--- config.mk ---
export PLATFORM = sky130hd
export DESIGN_NAME = light_mode_and_daylight_ramp
export DESIGN_NICKNAME = d
export VERILOG_FILES = /design/src/rtl/lmdr_pkg.sv /design/src/rtl/lmdr_ramp.sv /design/src/rtl/lmdr_core.sv /design/src/rtl/light_mode_and_daylight_ramp.sv
export SDC_FILE = /design/constraint.sdc
export NUM_CORES = 1
export LEC_CHECK = 0
export BUFFER_PORTS_ARGS = -buffer_cell sky130_fd_sc_hd__buf_4
export CAP_MARGIN = 10
export CORE_ASPECT_RATIO = 1.5
export CORE_UTILIZATION = 35
export CTS_CLUSTER_SIZE = 25
export DETAILED_ROUTE_END_ITERATION = 8
export SETUP_SLACK_MARGIN = 0.02
export SYNTH_ARGS = -nofsm -noshare
export SYNTH_HDL_FRONTEND = slang
export SYNTH_HIERARCHICAL = 1
export SYNTH_SLANG_ARGS = --single-unit
--- constraint.sdc ---
create_clock -name clk -period 22.5 [get_ports clk]
set_input_delay 4.5 -clock clk [delete_from_list [all_inputs] [get_ports clk]]
set_output_delay 4.5 -clock clk [all_outputs]
set_load 0.02 [all_outputs]
--- src/rtl/lmdr_pkg.sv ---
package lmdr_pkg;

    localparam int TIME_W       = 18;
    localparam int LEVEL_W      = 8;
    localparam int NUM_CHANNELS = 4;

    // Light modes, also the encoding of the mode result field.
    typedef enum logic [1:0] {
        MODE_AUTO    = 2'd0,
        MODE_MANUAL  = 2'd1,
        MODE_BATTERY = 2'd2
    } mode_t;

    // Request operations; the unused fourth code behaves as a poll.
    typedef enum logic [1:0] {
        OP_TICK = 2'd0,
        OP_KEY  = 2'd1,
        OP_POLL = 2'd2
    } op_t;

    // Bit positions inside keys_pressed.
    localparam int KEY_UP    = 0;
    localparam int KEY_DOWN  = 1;
    localparam int KEY_COLOR = 2;
    localparam int KEY_MODE  = 3;

    // Configuration register indexes.
    localparam logic [1:0] CFG_RAMP_UP_END     = 2'd0;
    localparam logic [1:0] CFG_RAMP_DOWN_START = 2'd1;
    localparam logic [1:0] CFG_RAMP_DOWN_END   = 2'd2;

    localparam logic [TIME_W-1:0] RAMP_UP_END_RST     = 18'd35000;
    localparam logic [TIME_W-1:0] RAMP_DOWN_START_RST = 18'd100000;
    localparam logic [TIME_W-1:0] RAMP_DOWN_END_RST   = 18'd135000;

    // The ramp index is floor(d / 137), saturated at 255. Any dividend at or
    // above 255 * 137 saturates; below that, a multiply by ceil(2^23 / 137)
    // and a shift by 23 gives the exact quotient.
    localparam logic [TIME_W-1:0] RAMP_SAT_LIMIT = 18'd34935;
    localparam logic [15:0]       RAMP_RECIP     = 16'd61231;
    localparam int                RAMP_SHIFT     = 23;

    typedef struct packed {
        logic [TIME_W-1:0] up_end;
        logic [TIME_W-1:0] down_start;
        logic [TIME_W-1:0] down_end;
    } ramp_cfg_t;

    typedef struct packed {
        logic [1:0] operation;
        logic [3:0] keys_pressed;
        logic       power_good;
    } in_item_t;

    typedef struct packed {
        mode_t              mode;
        logic               channels_on;
        logic [LEVEL_W-1:0] color_index;
        logic [LEVEL_W-1:0] lamp_level;
        logic [LEVEL_W-1:0] red_level;
        logic [LEVEL_W-1:0] green_level;
        logic [LEVEL_W-1:0] blue_level;
        logic [1:0]         selected_channel;
        logic [4:0]         hour;
        logic [5:0]         minute;
        logic [5:0]         second;
    } out_item_t;

endpackage

--- src/rtl/lmdr_ramp.sv ---
module lmdr_ramp (
    input  logic [lmdr_pkg::TIME_W-1:0]  scaled_time,
    input  lmdr_pkg::ramp_cfg_t          cfg,
    output logic [lmdr_pkg::LEVEL_W-1:0] index
);
    import lmdr_pkg::*;

    typedef enum logic [1:0] {
        SEL_UP,
        SEL_FULL,
        SEL_DOWN,
        SEL_NIGHT
    } ramp_sel_t;

    ramp_sel_t         sel;
    logic [TIME_W-1:0] dividend;
    logic [31:0]       product;

    // Later segments win where configured windows overlap.
    always_comb
    begin
        priority if (scaled_time > cfg.down_end)
            sel = SEL_NIGHT;
        else if (scaled_time >= cfg.down_start)
            sel = SEL_DOWN;
        else if (scaled_time > cfg.up_end)
            sel = SEL_FULL;
        else
            sel = SEL_UP;
    end

    assign dividend = (sel == SEL_DOWN) ? (cfg.down_end - scaled_time) : scaled_time;
    assign product  = dividend[15:0] * RAMP_RECIP;

    always_comb
    begin
        unique case (sel)
            SEL_UP, SEL_DOWN:
            begin
                if (dividend >= RAMP_SAT_LIMIT)
                    index = '1;
                else
                    index = product[RAMP_SHIFT +: LEVEL_W];
            end
            SEL_FULL:  index = '1;
            SEL_NIGHT: index = '0;
            default:   index = '0;
        endcase
    end

endmodule

--- src/rtl/lmdr_core.sv ---
module lmdr_core (
    input  logic                  clk,
    input  logic                  rst_n,
    input  logic                  step,
    input  lmdr_pkg::in_item_t    item,
    input  lmdr_pkg::ramp_cfg_t   cfg,
    output lmdr_pkg::out_item_t   result_next
);
    import lmdr_pkg::*;

    logic [4:0]         hour_reg,   hour_next;
    logic [5:0]         minute_reg, minute_next;
    logic [5:0]         second_reg, second_next;
    logic [TIME_W-1:0]  scaled_time_reg, scaled_time_next;
    logic [3:0]         scaled_rem_reg,  scaled_rem_next;
    mode_t              mode_reg, mode_next, mode_keyed;
    logic [1:0]         channel_reg, channel_next;
    logic [LEVEL_W-1:0] level_reg  [NUM_CHANNELS];
    logic [LEVEL_W-1:0] level_next [NUM_CHANNELS];

    logic               tick, key_op, day_wrap;
    logic               level_up, level_down;
    logic [LEVEL_W-1:0] ramp_index;

    assign tick   = (item.operation == OP_TICK);
    assign key_op = (item.operation == OP_KEY);

    // Time of day. The scaled time is floor(seconds_of_day * 25 / 9), kept
    // with its remainder so that each second adds two or three.
    assign day_wrap = (hour_reg == 5'd23) && (minute_reg == 6'd59) && (second_reg == 6'd59);

    always_comb
    begin
        hour_next        = hour_reg;
        minute_next      = minute_reg;
        second_next      = second_reg;
        scaled_time_next = scaled_time_reg;
        scaled_rem_next  = scaled_rem_reg;
        if (tick)
        begin
            if (second_reg == 6'd59)
            begin
                second_next = '0;
                if (minute_reg == 6'd59)
                begin
                    minute_next = '0;
                    hour_next   = (hour_reg == 5'd23) ? 5'd0 : hour_reg + 5'd1;
                end
                else
                    minute_next = minute_reg + 6'd1;
            end
            else
                second_next = second_reg + 6'd1;

            if (day_wrap)
            begin
                scaled_time_next = '0;
                scaled_rem_next  = '0;
            end
            else if (scaled_rem_reg >= 4'd2)
            begin
                scaled_time_next = scaled_time_reg + TIME_W'(3);
                scaled_rem_next  = scaled_rem_reg - 4'd2;
            end
            else
            begin
                scaled_time_next = scaled_time_reg + TIME_W'(2);
                scaled_rem_next  = scaled_rem_reg + 4'd7;
            end
        end
    end

    // Key handling, then the power check, decide the next mode.
    always_comb
    begin
        mode_keyed   = mode_reg;
        channel_next = channel_reg;
        level_up     = 1'b0;
        level_down   = 1'b0;
        if (key_op)
        begin
            unique case (mode_reg)
                MODE_AUTO:
                begin
                    if (item.keys_pressed[KEY_MODE])
                        mode_keyed = MODE_MANUAL;
                end
                MODE_MANUAL:
                begin
                    priority if (item.keys_pressed[KEY_MODE])
                        mode_keyed = MODE_AUTO;
                    else if (item.keys_pressed[KEY_COLOR])
                        channel_next = channel_reg + 2'd1;
                    else if (item.keys_pressed[KEY_DOWN])
                        level_down = 1'b1;
                    else if (item.keys_pressed[KEY_UP])
                        level_up = 1'b1;
                    else
                        level_up = 1'b0;
                end
                default: ;
            endcase
        end
    end

    always_comb
    begin
        unique case (mode_keyed)
            MODE_AUTO, MODE_MANUAL:
                mode_next = item.power_good ? mode_keyed : MODE_BATTERY;
            MODE_BATTERY:
                mode_next = item.power_good ? MODE_AUTO : MODE_BATTERY;
            default:
                mode_next = MODE_AUTO;
        endcase
    end

    always_comb
    begin
        for (int i = 0; i < NUM_CHANNELS; i++)
        begin
            level_next[i] = level_reg[i];
            if (channel_reg == 2'(i))
            begin
                if (level_down)
                    level_next[i] = level_reg[i] - LEVEL_W'(1);
                else if (level_up)
                    level_next[i] = level_reg[i] + LEVEL_W'(1);
            end
        end
    end

    lmdr_ramp u_ramp (
        .scaled_time (scaled_time_next),
        .cfg         (cfg),
        .index       (ramp_index)
    );

    // Result fields for the state this request leaves behind.
    always_comb
    begin
        result_next.mode             = mode_next;
        result_next.channels_on      = (mode_next != MODE_BATTERY);
        result_next.color_index      = '0;
        result_next.lamp_level       = '0;
        result_next.red_level        = '0;
        result_next.green_level      = '0;
        result_next.blue_level       = '0;
        result_next.selected_channel = channel_next;
        result_next.hour             = hour_next;
        result_next.minute           = minute_next;
        result_next.second           = second_next;
        unique case (mode_next)
            MODE_AUTO:
            begin
                result_next.color_index = ramp_index;
                result_next.lamp_level  = ~ramp_index;
            end
            MODE_MANUAL:
            begin
                result_next.red_level   = ~level_next[0];
                result_next.green_level = ~level_next[1];
                result_next.blue_level  = ~level_next[2];
                result_next.lamp_level  = ~level_next[3];
            end
            default: ;
        endcase
    end

    always_ff @(posedge clk or negedge rst_n)
    begin
        if (!rst_n)
        begin
            hour_reg        <= '0;
            minute_reg      <= '0;
            second_reg      <= '0;
            scaled_time_reg <= '0;
            scaled_rem_reg  <= '0;
            mode_reg        <= MODE_AUTO;
            channel_reg     <= '0;
            for (int i = 0; i < NUM_CHANNELS; i++)
                level_reg[i] <= '0;
        end
        else if (step)
        begin
            hour_reg        <= hour_next;
            minute_reg      <= minute_next;
            second_reg      <= second_next;
            scaled_time_reg <= scaled_time_next;
            scaled_rem_reg  <= scaled_rem_next;
            mode_reg        <= mode_next;
            channel_reg     <= channel_next;
            for (int i = 0; i < NUM_CHANNELS; i++)
                level_reg[i] <= level_next[i];
        end
    end

endmodule

--- src/rtl/light_mode_and_daylight_ramp.sv ---
// Channel   Handshake                Payload
// item      item_valid / item_ready  item (operation, keys_pressed, power_good)
// result    result_valid / result_ready  result (mode, levels, channel, clock)
// config    cfg_valid / cfg_ready    cfg_index, cfg_data (ramp time limits)
//
// Each request produces exactly one result: the accepted request sits in the
// input register, and the evaluation loads the result register from it
// when the result side can take it. A new request is accepted every cycle
// while the result is not stalled; the single evaluation pass between the
// two registers sets that rate.
// Reset clears the clock, the mode (auto), the selected channel, the manual
// levels and the valid flags of both pipeline registers, and loads the default
// ramp limits.
// A stalled result holds the pipeline; the input register still takes one
// request while the result waits. Configuration writes are taken at once.
module light_mode_and_daylight_ramp (
    input  logic                 clk,
    input  logic                 rst_n,

    input  logic                 item_valid,
    output logic                 item_ready,
    input  lmdr_pkg::in_item_t   item,

    output logic                 result_valid,
    input  logic                 result_ready,
    output lmdr_pkg::out_item_t  result,

    input  logic                 cfg_valid,
    output logic                 cfg_ready,
    input  logic [1:0]           cfg_index,
    input  logic [lmdr_pkg::TIME_W-1:0] cfg_data
);
    import lmdr_pkg::*;

    ramp_cfg_t  cfg_reg;
    in_item_t   item_reg;
    logic       item_valid_reg;
    out_item_t  result_reg;
    out_item_t  result_next;
    logic       result_valid_reg;
    logic       advance;
    logic       step;

    // The result register can load when it is empty or being drained.
    assign advance    = !result_valid_reg || result_ready;
    assign step       = item_valid_reg && advance;
    assign item_ready = !item_valid_reg || advance;
    assign cfg_ready  = 1'b1;

    assign result_valid = result_valid_reg;
    assign result       = result_reg;

    // Ramp limit registers. Writes to the unused index are dropped.
    always_ff @(posedge clk or negedge rst_n)
    begin
        if (!rst_n)
        begin
            cfg_reg.up_end     <= RAMP_UP_END_RST;
            cfg_reg.down_start <= RAMP_DOWN_START_RST;
            cfg_reg.down_end   <= RAMP_DOWN_END_RST;
        end
        else if (cfg_valid)
        begin
            case (cfg_index)
                CFG_RAMP_UP_END:     cfg_reg.up_end     <= cfg_data;
                CFG_RAMP_DOWN_START: cfg_reg.down_start <= cfg_data;
                CFG_RAMP_DOWN_END:   cfg_reg.down_end   <= cfg_data;
                default: ;
            endcase
        end
    end

    // Input register: holds one request while the result side is stalled.
    always_ff @(posedge clk or negedge rst_n)
    begin
        if (!rst_n)
            item_valid_reg <= 1'b0;
        else if (item_ready)
            item_valid_reg <= item_valid;
    end

    always_ff @(posedge clk)
    begin
        if (item_valid && item_ready)
            item_reg <= item;
    end

    // The core updates its state on the same edge the result is registered.
    lmdr_core u_core (
        .clk         (clk),
        .rst_n       (rst_n),
        .step        (step),
        .item        (item_reg),
        .cfg         (cfg_reg),
        .result_next (result_next)
    );

    always_ff @(posedge clk or negedge rst_n)
    begin
        if (!rst_n)
            result_valid_reg <= 1'b0;
        else if (step)
            result_valid_reg <= 1'b1;
        else if (result_ready)
            result_valid_reg <= 1'b0;
    end

    always_ff @(posedge clk)
    begin
        if (step)
            result_reg <= result_next;
    end

    // A request that is evaluated always leaves a result behind.
    assert property (@(posedge clk) disable iff (!rst_n)
        step |=> result_valid)
        else $error("evaluated request produced no result");

    // A held request must not change while the result side stalls.
    assert property (@(posedge clk) disable iff (!rst_n)
        (item_valid_reg && !advance) |=> (item_valid_reg && $stable(item_reg)))
        else $error("held request lost or changed during stall");

    // Lights are enabled exactly when not on battery.
    assert property (@(posedge clk) disable iff (!rst_n)
        result_valid |-> (result.channels_on == (result.mode != MODE_BATTERY)))
        else $error("channel enable disagrees with mode");

    // The ramp index is only given out in auto mode.
    assert property (@(posedge clk) disable iff (!rst_n)
        (result_valid && result.mode != MODE_AUTO) |-> (result.color_index == '0))
        else $error("color index outside auto mode");

endmodule

==> flow_summary.ini, run 1 <==
[placed_design]
dp_hpwl_mm = 34.5
port_buffers = 95
placed_area_mm2 = 0.0188
gp_congestion = 0.952
post-place-ws_ns = 10.75

[clock_network]
cts_setup_buffers = 0
insertion_delay_ns = 0.45
cts_tree = built
h-tree-depth = 4
cts_buffer_depth = 2
ctsResizeCount = 0
cts_made_buffers = 17
clkTransAtPathRegs_ns = 0.08
cts_root_buf = clkbuf_16
cts.sinks = 200
cts_hold_buffers = 0

[sta]
hold_violations = 0
rsz0062_at_grt = no
drv_slew = 0
setup_tns_ns = 0
fin_crit_ns = 11.80
skew_ns = 0.0146
whs_ns = 0.489
maxSlewHeadroom_pct = 22.4
final-setup-viol-count = 0
tightest_slew_ns = 1.16
fin_ws_ns = 10.70
fin_crit_sh_pct = 52.4
fmax_mhz = 84.8

[synth]
synth_top_family_by_area = adder cells
synth_edf_count = 69
synthMuxAreaShare_pct = 6.00
syn_area_per_cell_um2 = 10.1
synth_compound_area_share_pct = 10.3
synth-seq-area-share_pct = 30.9
async_flop_share_pct = 65.5
mappedNetlistArea_mm2 = 0.0174
syn_nets = 2073
syn_inst = 1728
synth_simple_gate_area_share_pct = 12.9
synth_adder_area_share_pct = 27.5
synth.distinct_cells = 83
synth_ff_type = dfrtp_1
synth_xor_area_share_pct = 5.09
synth-seq-cells = 200
yosys_warnings = 6

[grt]
antenna_found_initial = 0
grt-ovfl-total = 0
grt_usage_pct = 17.9
grt_pass1_wl_mm = 70.8
grt_pass1_vias = 13635
grt_max_degree = 78

[die]
dieArea_mm2 = 0.0506
die_w_um = 184
io_pins = 97
row_count = 99
start_util_pct = 35.6
coreArea_mm2 = 0.0488
die_height_um = 275

[route]
drt_iter0_markers = 607
wire_per_inst_um = 17.8
drc = 0
drt-total-wl_mm = 43.9
num_vias = 12834
final_antenna_net_count = 0
via_per_inst = 5.20
drtPass1Iterations = 5

[critical_path]
cp_slowest_cell = or2_1
path_class = reg2reg
end_kind = flip-flop
cp_max_fo = 24
r2r_cells = 36
crit_required_ns = 22.74
worstReg2RegEnd = result[49]
r2r_slack_ns = 10.70
cp_top_family = adder cells
cpPeakStageDelay_ns = 0.81
critPathBufInv = 7
start_kind = flip-flop
worstReg2RegStart = u_core/scaled_rem_reg[0]
cp.arrival_ns = 12.04
crit_top_cell = inv_1

[hold_path]
hold_class = reg2reg
holdPathEnd = result_valid
hold_depth = 1
hp-start = item_valid_reg

[layout]
fin_area_mm2 = 0.0194
final_nets = 2145
fillers = 4884
drive_above_1_share_pct = 14.6
area_growth_pct = 11.6
final_common_cell = inv_1
final_cell_mix = inv_1 (272), ha_1 (199), fa_1 (114)
diodes = 0
largest_reg_flops = 62

[status]
status = finished, final reports clean

[job]
cap_violations = 0
==> worst reg2reg max path, delay by kind of cell, from the launching register on <==
kind            cells  cell delay, ns
buf+inv             7            0.67
xor+xnor            1            0.15
compound gates     11            2.88
flops               1            0.38
fa+ha+maj           9            3.98
simple gates        6            2.56
mux                 2            0.98
==> synth_stat cells, types with 20 or more instances <==
cell / number / area, um2
a21oi_1: 69 / 345
nand4_1: 26 / 163
xnor2_1: 61 / 534
mux2_2: 74 / 833
nor3_1: 31 / 155
a21o_1: 21 / 158
clkbuf_1: 40 / 150
dfrtp_1: 111 / 2780
inv_1: 272 / 1020
nand3_1: 39 / 195
o21ai_0: 60 / 300
and3_1: 30 / 188
nand2_1: 90 / 338
fa_1: 114 / 2280
xor2_1: 40 / 350
nor2_1: 97 / 364
dfstp_2: 20 / 526
ha_1: 199 / 2490
edfxtp_1: 69 / 2070
==> per-stage QoR <==
stage                     std cells  utilization [%]
after floorplan                1728                -
after global placement         2436             38.4
after detailed placement       2436             38.4
after CTS                      2468             39.7
after global routing           2469             39.8
final                          2469             39.8
==> logic make-up (layout without fill, tap and decap cells) <==
| kind of cell | Yosys count | after routing |
|---|---|---|
| xor+xnor | 101 | 101 |
| simple gates | 424 | 424 |
| compound gates | 274 | 274 |
| buf+inv | 325 | 410 |
| other cells | 1 | 1 |
| fa+ha+maj | 313 | 313 |
| flops | 200 | 200 |
| mux | 90 | 90 |
==> per-layer routing <==
layer,GRT usage [%],share of wire (%),up-vias
met3,1.99,2.8,102
met1,18.3,37,6387
met4,9.71,4.8,0
met2,35.1,56,269
met5,0,0,-
li1,-,-,6076
==> final cells by class <==
class | instances | area, um2 | share of cell area [%]
inverter | 274 | 1030 | 5.30
multi-input combinational | 1203 | 10800 | 55.4
timing repair buffer | 104 | 782 | 4.03
clock buffer | 17 | 425 | 2.19
tap | 656 | 821 | 4.23
sequential | 200 | 5380 | 27.7
clock inverter | 15 | 215 | 1.11
==> worst max path at each step <==
stage / start / to / slack [ns] / cells after the start
after floorplan: u_core/scaled_rem_reg[1] / result[49] / 12.46 / 38
after global placement: u_core/second_reg[0] / result[48] / 10.98 / 36
after detailed placement: u_core/scaled_rem_reg[0] / result[49] / 10.75 / 36
after CTS: u_core/scaled_rem_reg[0] / result[49] / 10.74 / 34
after global routing: u_core/second_reg[0] / result[48] / 9.90 / 36
final: u_core/scaled_rem_reg[0] / result[49] / 10.70 / 36
Power of run 1 is left out: the tool's default activity adds up to more than one toggle a clock period on the data nets, which glitch-free logic cannot reach.
==> run 2, diff against run 1 <==
--- a/config.mk
+++ b/config.mk
@@ -5,6 +5,7 @@
 export SDC_FILE = /design/constraint.sdc
 export NUM_CORES = 1
 export LEC_CHECK = 0
+export ABC_AREA = 1
 export BUFFER_PORTS_ARGS = -buffer_cell sky130_fd_sc_hd__buf_4
 export CAP_MARGIN = 10
 export CORE_ASPECT_RATIO = 1.5
==> constraint.sdc (replaced) <==
create_clock -name clk -period 11.57 [get_ports clk]
set_input_delay 2.314 -clock clk [delete_from_list [all_inputs] [get_ports clk]]
set_output_delay 2.314 -clock clk [all_outputs]
set_load 0.02 [all_outputs]
==> run 2 against run 1 <==
Synthesized cell count rose by 34%. Setup slack worse by 9.5 ns. Sequential cell count unchanged. Critical path depth is 9 higher. First-iteration DRC count grew 35%. Register-to-register slack worse by 9.5 ns. Non-clock buffer count stayed put. Clock skew increased by 0.0058 ns. Final cell count is 25% higher. Largest cell class unchanged.
==> flow_summary.ini, run 2 <==
[power]
p_leak_nw = 10.8
total_power_w = 0.00635
peakVddDrop_mv = 0.352
power_density_mw_per_mm2 = 313

[synth]
synth.distinct_cells = 56
async_flop_share_pct = 65.5
synth.most_common_cell = nand2_1
syn_area_per_cell_um2 = 7.90
syn_inst = 2324
synth-seq-area-share_pct = 29.3
syn_nets = 2669
ys_top_cells_by_area = dfrtp_1 (15%), ha_1 (14%), nand2_1 (12%), fa_1 (12%), edfxtp_1 (11%)
yosys.area.top_type_share_pct = 15.1
mappedNetlistArea_mm2 = 0.0184
synth_commonest_cells = nand2_1 (609), inv_1 (435), ha_1 (199), nor2_1 (147), nand3_1 (130)
synth_ff_type = dfrtp_1
yosys_warnings = 6
synth-seq-cells = 200
netlist.top_cell.by_area = dfrtp_1
synth_edf_count = 69

[route]
drt-total-wl_mm = 50.4
drc = 0
drtPass1Iterations = 5
num_vias = 15151
wire_per_inst_um = 16.4
via_per_inst = 4.92
drt_iter0_markers = 818
final_antenna_net_count = 0

[clock_network]
cts.sinks = 200
cts_buffer_depth = 2
cts_hold_buffers = 0
ctsResizeCount = 0
clkTransAtPathRegs_ns = 0.08
insertion_delay_ns = 0.46
cts_root_buf = clkbuf_16
cts_setup_buffers = 0
h-tree-depth = 4
cts_tree = built
cts_made_buffers = 17

[placed_design]
port_buffers = 95
gp_congestion = 0.921
dp_hpwl_mm = 40.6

[sta]
setup_tns_ns = 0
maxSlewHeadroom_pct = 37.7
tightest_slew_ns = 0.935
drv_slew = 0
hold_violations = 0
final-setup-viol-count = 0
fmax_mhz = 96.8
fin_crit_ns = 10.33
skew_ns = 0.0204
fin_crit_sh_pct = 89.3
rsz0062_at_grt = no

[job]
cap_violations = 0

[layout]
fin_util_pct = 39.2
final_common_cell = nand2_1
final_nets = 2737
area_growth_pct = 10.5
diodes = 0
final_cell_mix = nand2_1 (609), inv_1 (435), ha_1 (199)
drive_above_1_share_pct = 8.69
largest_reg_flops = 62
fillers = 5322

[die]
die_w_um = 189
row_count = 102
dieArea_mm2 = 0.0534
die_height_um = 282
coreArea_mm2 = 0.0517
io_pins = 97
start_util_pct = 35.5

[grt]
grt_pass1_vias = 15699
antenna_found_initial = 0
grt_max_degree = 85
grt_pass1_wl_mm = 81.7
grt-ovfl-total = 0
grt_usage_pct = 19.7

[critical_path]
start_kind = flip-flop
worstReg2RegEnd = result[43]
crit_required_ns = 11.82
cp-endpoint = result[43]
crit_top_cell = inv_1
cp_slowest_cell = fa_1
cp_max_fo = 21
cpPeakStageDelay_ns = 0.59
critPathLaunch = u_core/scaled_rem_reg[0]
end_kind = flip-flop
r2r_cells = 45
path_class = reg2reg
r2r_slack_ns = 1.24
worstReg2RegStart = u_core/scaled_rem_reg[0]
cp.arrival_ns = 10.58

[hold_path]
hold_class = reg2reg

[status]
status = finished, final reports clean
==> run 2: cell count changes after synthesis, sizes merged, moves of 15 or more <==
cell,delta
and3,-20
buf,+32
clkbuf,-28
inv,+172
mux2,-84
nand2,+534
nand3,+97
nand4,+40
nor2,+63
nor2b,-15
o21ai,+47
xnor2,-47
==> run 2: per-layer routing <==
layer	global-route usage [%]	vias up	part of all wire (%)
li1	-	7517	-
met4	8.87	0	3.9
met5	0	-	0
met1	21.3	7262	39
met2	38.0	276	55
met3	1.97	96	2.7
==> run 2: layout make-up <==
cell class	instances	area, um2	share of cell area, %
clock buffer	18	429	2.12
clock inverter	14	204	1.01
inverter	445	1670	8.23
multi-input combinational	1624	11000	54.1
sequential	200	5380	26.5
tap	676	846	4.17
timing repair buffer	104	782	3.85
==> run 2: logic make-up (layout without fill, tap and decap cells) <==
group                    count (synthesis)  count (layout)  share of synthesized area (%)
AND/OR/NAND/NOR                       1036            1036                           24.6
adder cells (fa/ha/maj)                313             313                           26.0
other                                    1               1                         0.0204
XOR/XNOR                                43              43                           2.05
flip-flops                             200             200                           29.3
buffers and inverters                  500             581                           10.9
multiplexers                             1               1                         0.0545
AO/OA/AOI/OAI                          230             230                           7.06
==> run 2: worst min path at each step <==
stage                            from           to  slack, ns  depth (start not counted)
after CTS                 cfg_reg[27]  cfg_reg[27]       0.47                          2
after floorplan            cfg_reg[0]   cfg_reg[0]       0.44                          2
after detailed placement  cfg_reg[27]  cfg_reg[27]       0.45                          2
after global placement    cfg_reg[39]  cfg_reg[39]       0.45                          2
final                     cfg_reg[23]  cfg_reg[23]       0.47                          2
after global routing      cfg_reg[47]  cfg_reg[47]       0.49                          2
==> run 2: report_power, final <==
| group | total, W | switching [W] | internal [W] |
|---|---|---|---|
| sequential | 0.000967 | 0.0000931 | 0.000874 |
| combinational | 0.00474 | 0.00305 | 0.00169 |
| clock | 0.000642 | 0.000309 | 0.000333 |
| total | 0.00635 | 0.00346 | 0.00290 |
==> run 2: stage by stage <==
| stage | instance area [um2] | hold WS [ns] | worst slack, ns | std cells |
|---|---|---|---|---|
| after floorplan | 18400 | 0.442 | 3.38 | 2324 |
| after global placement | 19600 | 0.453 | 1.29 | 3048 |
| after detailed placement | 19700 | 0.454 | 1.27 | 3049 |
| after CTS | 20300 | 0.467 | 1.22 | 3081 |
| after global routing | 20300 | 0.486 | 0.435 | 3081 |
| final | 20300 | 0.465 | 1.24 | 3081 |
==> run 2: worst max-delay path: cells and delay by family, from the launching register on <==
| family | cells | cell delay, ns |
|---|---|---|
| fa+ha+maj | 9 | 3.88 |
| simple gates | 20 | 3.30 |
| compound gates | 5 | 1.30 |
| buf+inv | 10 | 1.05 |
| flops | 1 | 0.39 |
| xor+xnor | 1 | 0.21 |
(Power assumes the default switching activity.)
==> run 3, diff against run 2 <==
--- a/config.mk
+++ b/config.mk
@@ -8,12 +8,11 @@
 export ABC_AREA = 1
 export BUFFER_PORTS_ARGS = -buffer_cell sky130_fd_sc_hd__buf_4
 export CAP_MARGIN = 10
-export CORE_ASPECT_RATIO = 1.5
+export CORE_ASPECT_RATIO = 1.1
 export CORE_UTILIZATION = 35
 export CTS_CLUSTER_SIZE = 25
 export DETAILED_ROUTE_END_ITERATION = 8
 export SETUP_SLACK_MARGIN = 0.02
 export SYNTH_ARGS = -nofsm -noshare
 export SYNTH_HDL_FRONTEND = slang
-export SYNTH_HIERARCHICAL = 1
 export SYNTH_SLANG_ARGS = --single-unit
==> run 3 against run 2 <==
Area after synthesis down 3.1%. Die area decreased by 3.1%. Critical endpoint is now result[44]. Final cell count down 4.1%. Sequential share of layout area up 0.64 points. Setup slack better by 0.024 ns. Via count decreased by 5.8%.
==> flow_summary.ini, run 3 <==
[status]
status = finished, final reports clean

[layout]
final_cell_mix = nand2_1 (464), inv_1 (446), ha_1 (199)
final_nets = 2627
diodes = 0
drive_above_1_share_pct = 9.24
fillers = 5094
largest_reg_flops = 62
area_growth_pct = 11.3
final_common_cell = nand2_1

[critical_path]
cp_max_fo = 21
cp_slowest_cell = o21ai_0
cp_top_family = adder cells
critPathBufInv = 7
crit_required_ns = 11.77
path_class = reg2reg
cp.arrival_ns = 10.51
start_kind = flip-flop
cpPeakStageDelay_ns = 0.95
end_kind = flip-flop
crit_top_cell = inv_1

[synth]
synth.distinct_cells = 60
yosys.area.top_type_share_pct = 15.6
synth.most_common_cell = nand2_1
synth_edf_count = 69
syn_area_per_cell_um2 = 8.10
synth_commonest_cells = nand2_1 (465), inv_1 (446), ha_1 (199), o21ai_0 (171), nor2_1 (150)
synth_ff_type = dfrtp_1
yosys_warnings = 0
synth-seq-area-share_pct = 30.2
syn_inst = 2196
async_flop_share_pct = 65.5
netlist.top_cell.by_area = dfrtp_1
ys_top_cells_by_area = dfrtp_1 (16%), ha_1 (14%), fa_1 (13%), edfxtp_1 (12%), nand2_1 (9.8%)
syn_nets = 2541
synth-seq-cells = 200
mappedNetlistArea_mm2 = 0.0178

[route]
top_layer = met4
drt_iter0_markers = 1017
wl_met3_mm = 1.97
drc = 0
drtPass1Iterations = 5
final_antenna_net_count = 0
drt-total-wl_mm = 45.6
wl_met1_mm = 20.0
wire_per_inst_um = 15.4
via_per_inst = 4.83
num_vias = 14273
dr_wl_met2_mm = 22.0

[clock_network]
h-tree-depth = 4
ctsResizeCount = 0
cts_tree = built
cts_buffer_depth = 2
clkTransAtPathRegs_ns = 0.07
cts_hold_buffers = 0
cts.sinks = 200
insertion_delay_ns = 0.47
cts_setup_buffers = 0
cts_made_buffers = 17
cts_root_buf = clkbuf_16

[die]
start_util_pct = 35.5
die_height_um = 238
io_pins = 97
coreArea_mm2 = 0.0501
die_w_um = 217
row_count = 86
dieArea_mm2 = 0.0517

[grt]
antenna_found_initial = 0
grt_max_degree = 89
grt_usage_pct = 18.5
grt_pass1_wl_mm = 75.1
grt_pass1_vias = 14610
grt-ovfl-total = 0

[sta]
drv_slew = 0
hold_violations = 0
rsz0062_at_grt = no
fmax_mhz = 97.0
skew_ns = 0.0100
fin_crit_ns = 10.31
fin_ws_ns = 1.26
tightest_slew_ns = 1.14
setup_tns_ns = 0
maxSlewHeadroom_pct = 23.1
final-setup-viol-count = 0
fin_crit_sh_pct = 89.1

[job]
cap_violations = 0

[placed_design]
post-place-ws_ns = 1.39
gp_congestion = 0.943
dp_hpwl_mm = 37.0
port_buffers = 95

[hold_path]
hold_class = reg2reg
## run 3: worst reg2reg max path: cells and delay by family, from the launching register on
kind | cells | cell delay (ns)
flip-flops | 1 | 0.40
buffers and inverters | 7 | 0.80
AND/OR/NAND/NOR | 21 | 2.92
XOR/XNOR | 1 | 0.15
AO/OA/AOI/OAI | 4 | 1.63
adder cells (fa/ha/maj) | 9 | 4.17
## run 3: area by class of cell
| type | instances | area, um2 | share of cell area [%] |
|---|---|---|---|
| Tap cell | 660 | 826 | 4.17 |
| Sequential cell | 200 | 5380 | 27.1 |
| Timing Repair Buffer | 105 | 792 | 4.00 |
| Clock buffer | 20 | 447 | 2.25 |
| Multi-Input combinational cell | 1498 | 10500 | 53.1 |
| Inverter | 460 | 1730 | 8.73 |
| Clock inverter | 12 | 113 | 0.568 |
## run 3: final timing paths
kind | from | end | slack (ns) | depth (start not counted)
min in group asynchronous | rst_n | cfg_reg[53] | 1.88 | 1
max in group asynchronous | rst_n | u_core.scaled_time_reg[10] | 8.42 | 2
max | u_core.scaled_rem_reg[0] | result[44] | 1.26 | 42
min reg2reg | cfg_reg[50] | cfg_reg[50] | 0.49 | 2
min | cfg_reg[50] | cfg_reg[50] | 0.49 | 2
max reg2reg | u_core.scaled_rem_reg[0] | result[44] | 1.26 | 42
## run 3: stage by stage
stage / hold slack (ns) / util (%) / instances / instance area (um2)
global route: 0.511 / 39.5 / 2955 / 19800
floorplan: 0.453 / - / 2196 / 17800
detailed placement: 0.475 / 38.4 / 2923 / 19300
global placement: 0.469 / 38.4 / 2923 / 19300
CTS: 0.495 / 39.5 / 2955 / 19800
finish: 0.490 / 39.5 / 2955 / 19800
## run 3: kinds of logic after synthesis
logic type | count (synthesis) | share of synthesized area [%]
compound gates | 318 | 9.74
xor+xnor | 54 | 2.66
fa+ha+maj | 313 | 26.8
buf+inv | 498 | 10.6
flops | 200 | 30.2
other cells | 1 | 0.0211
simple gates | 812 | 19.9
## run 3: layer usage
layer  GRT usage, %  vias up
li1               -     7136
met1           23.1     6721
met2           31.7      339
met3           2.97       77
met4           7.60        0
met5              0        -
Power of run 3 is left out for the same reason.
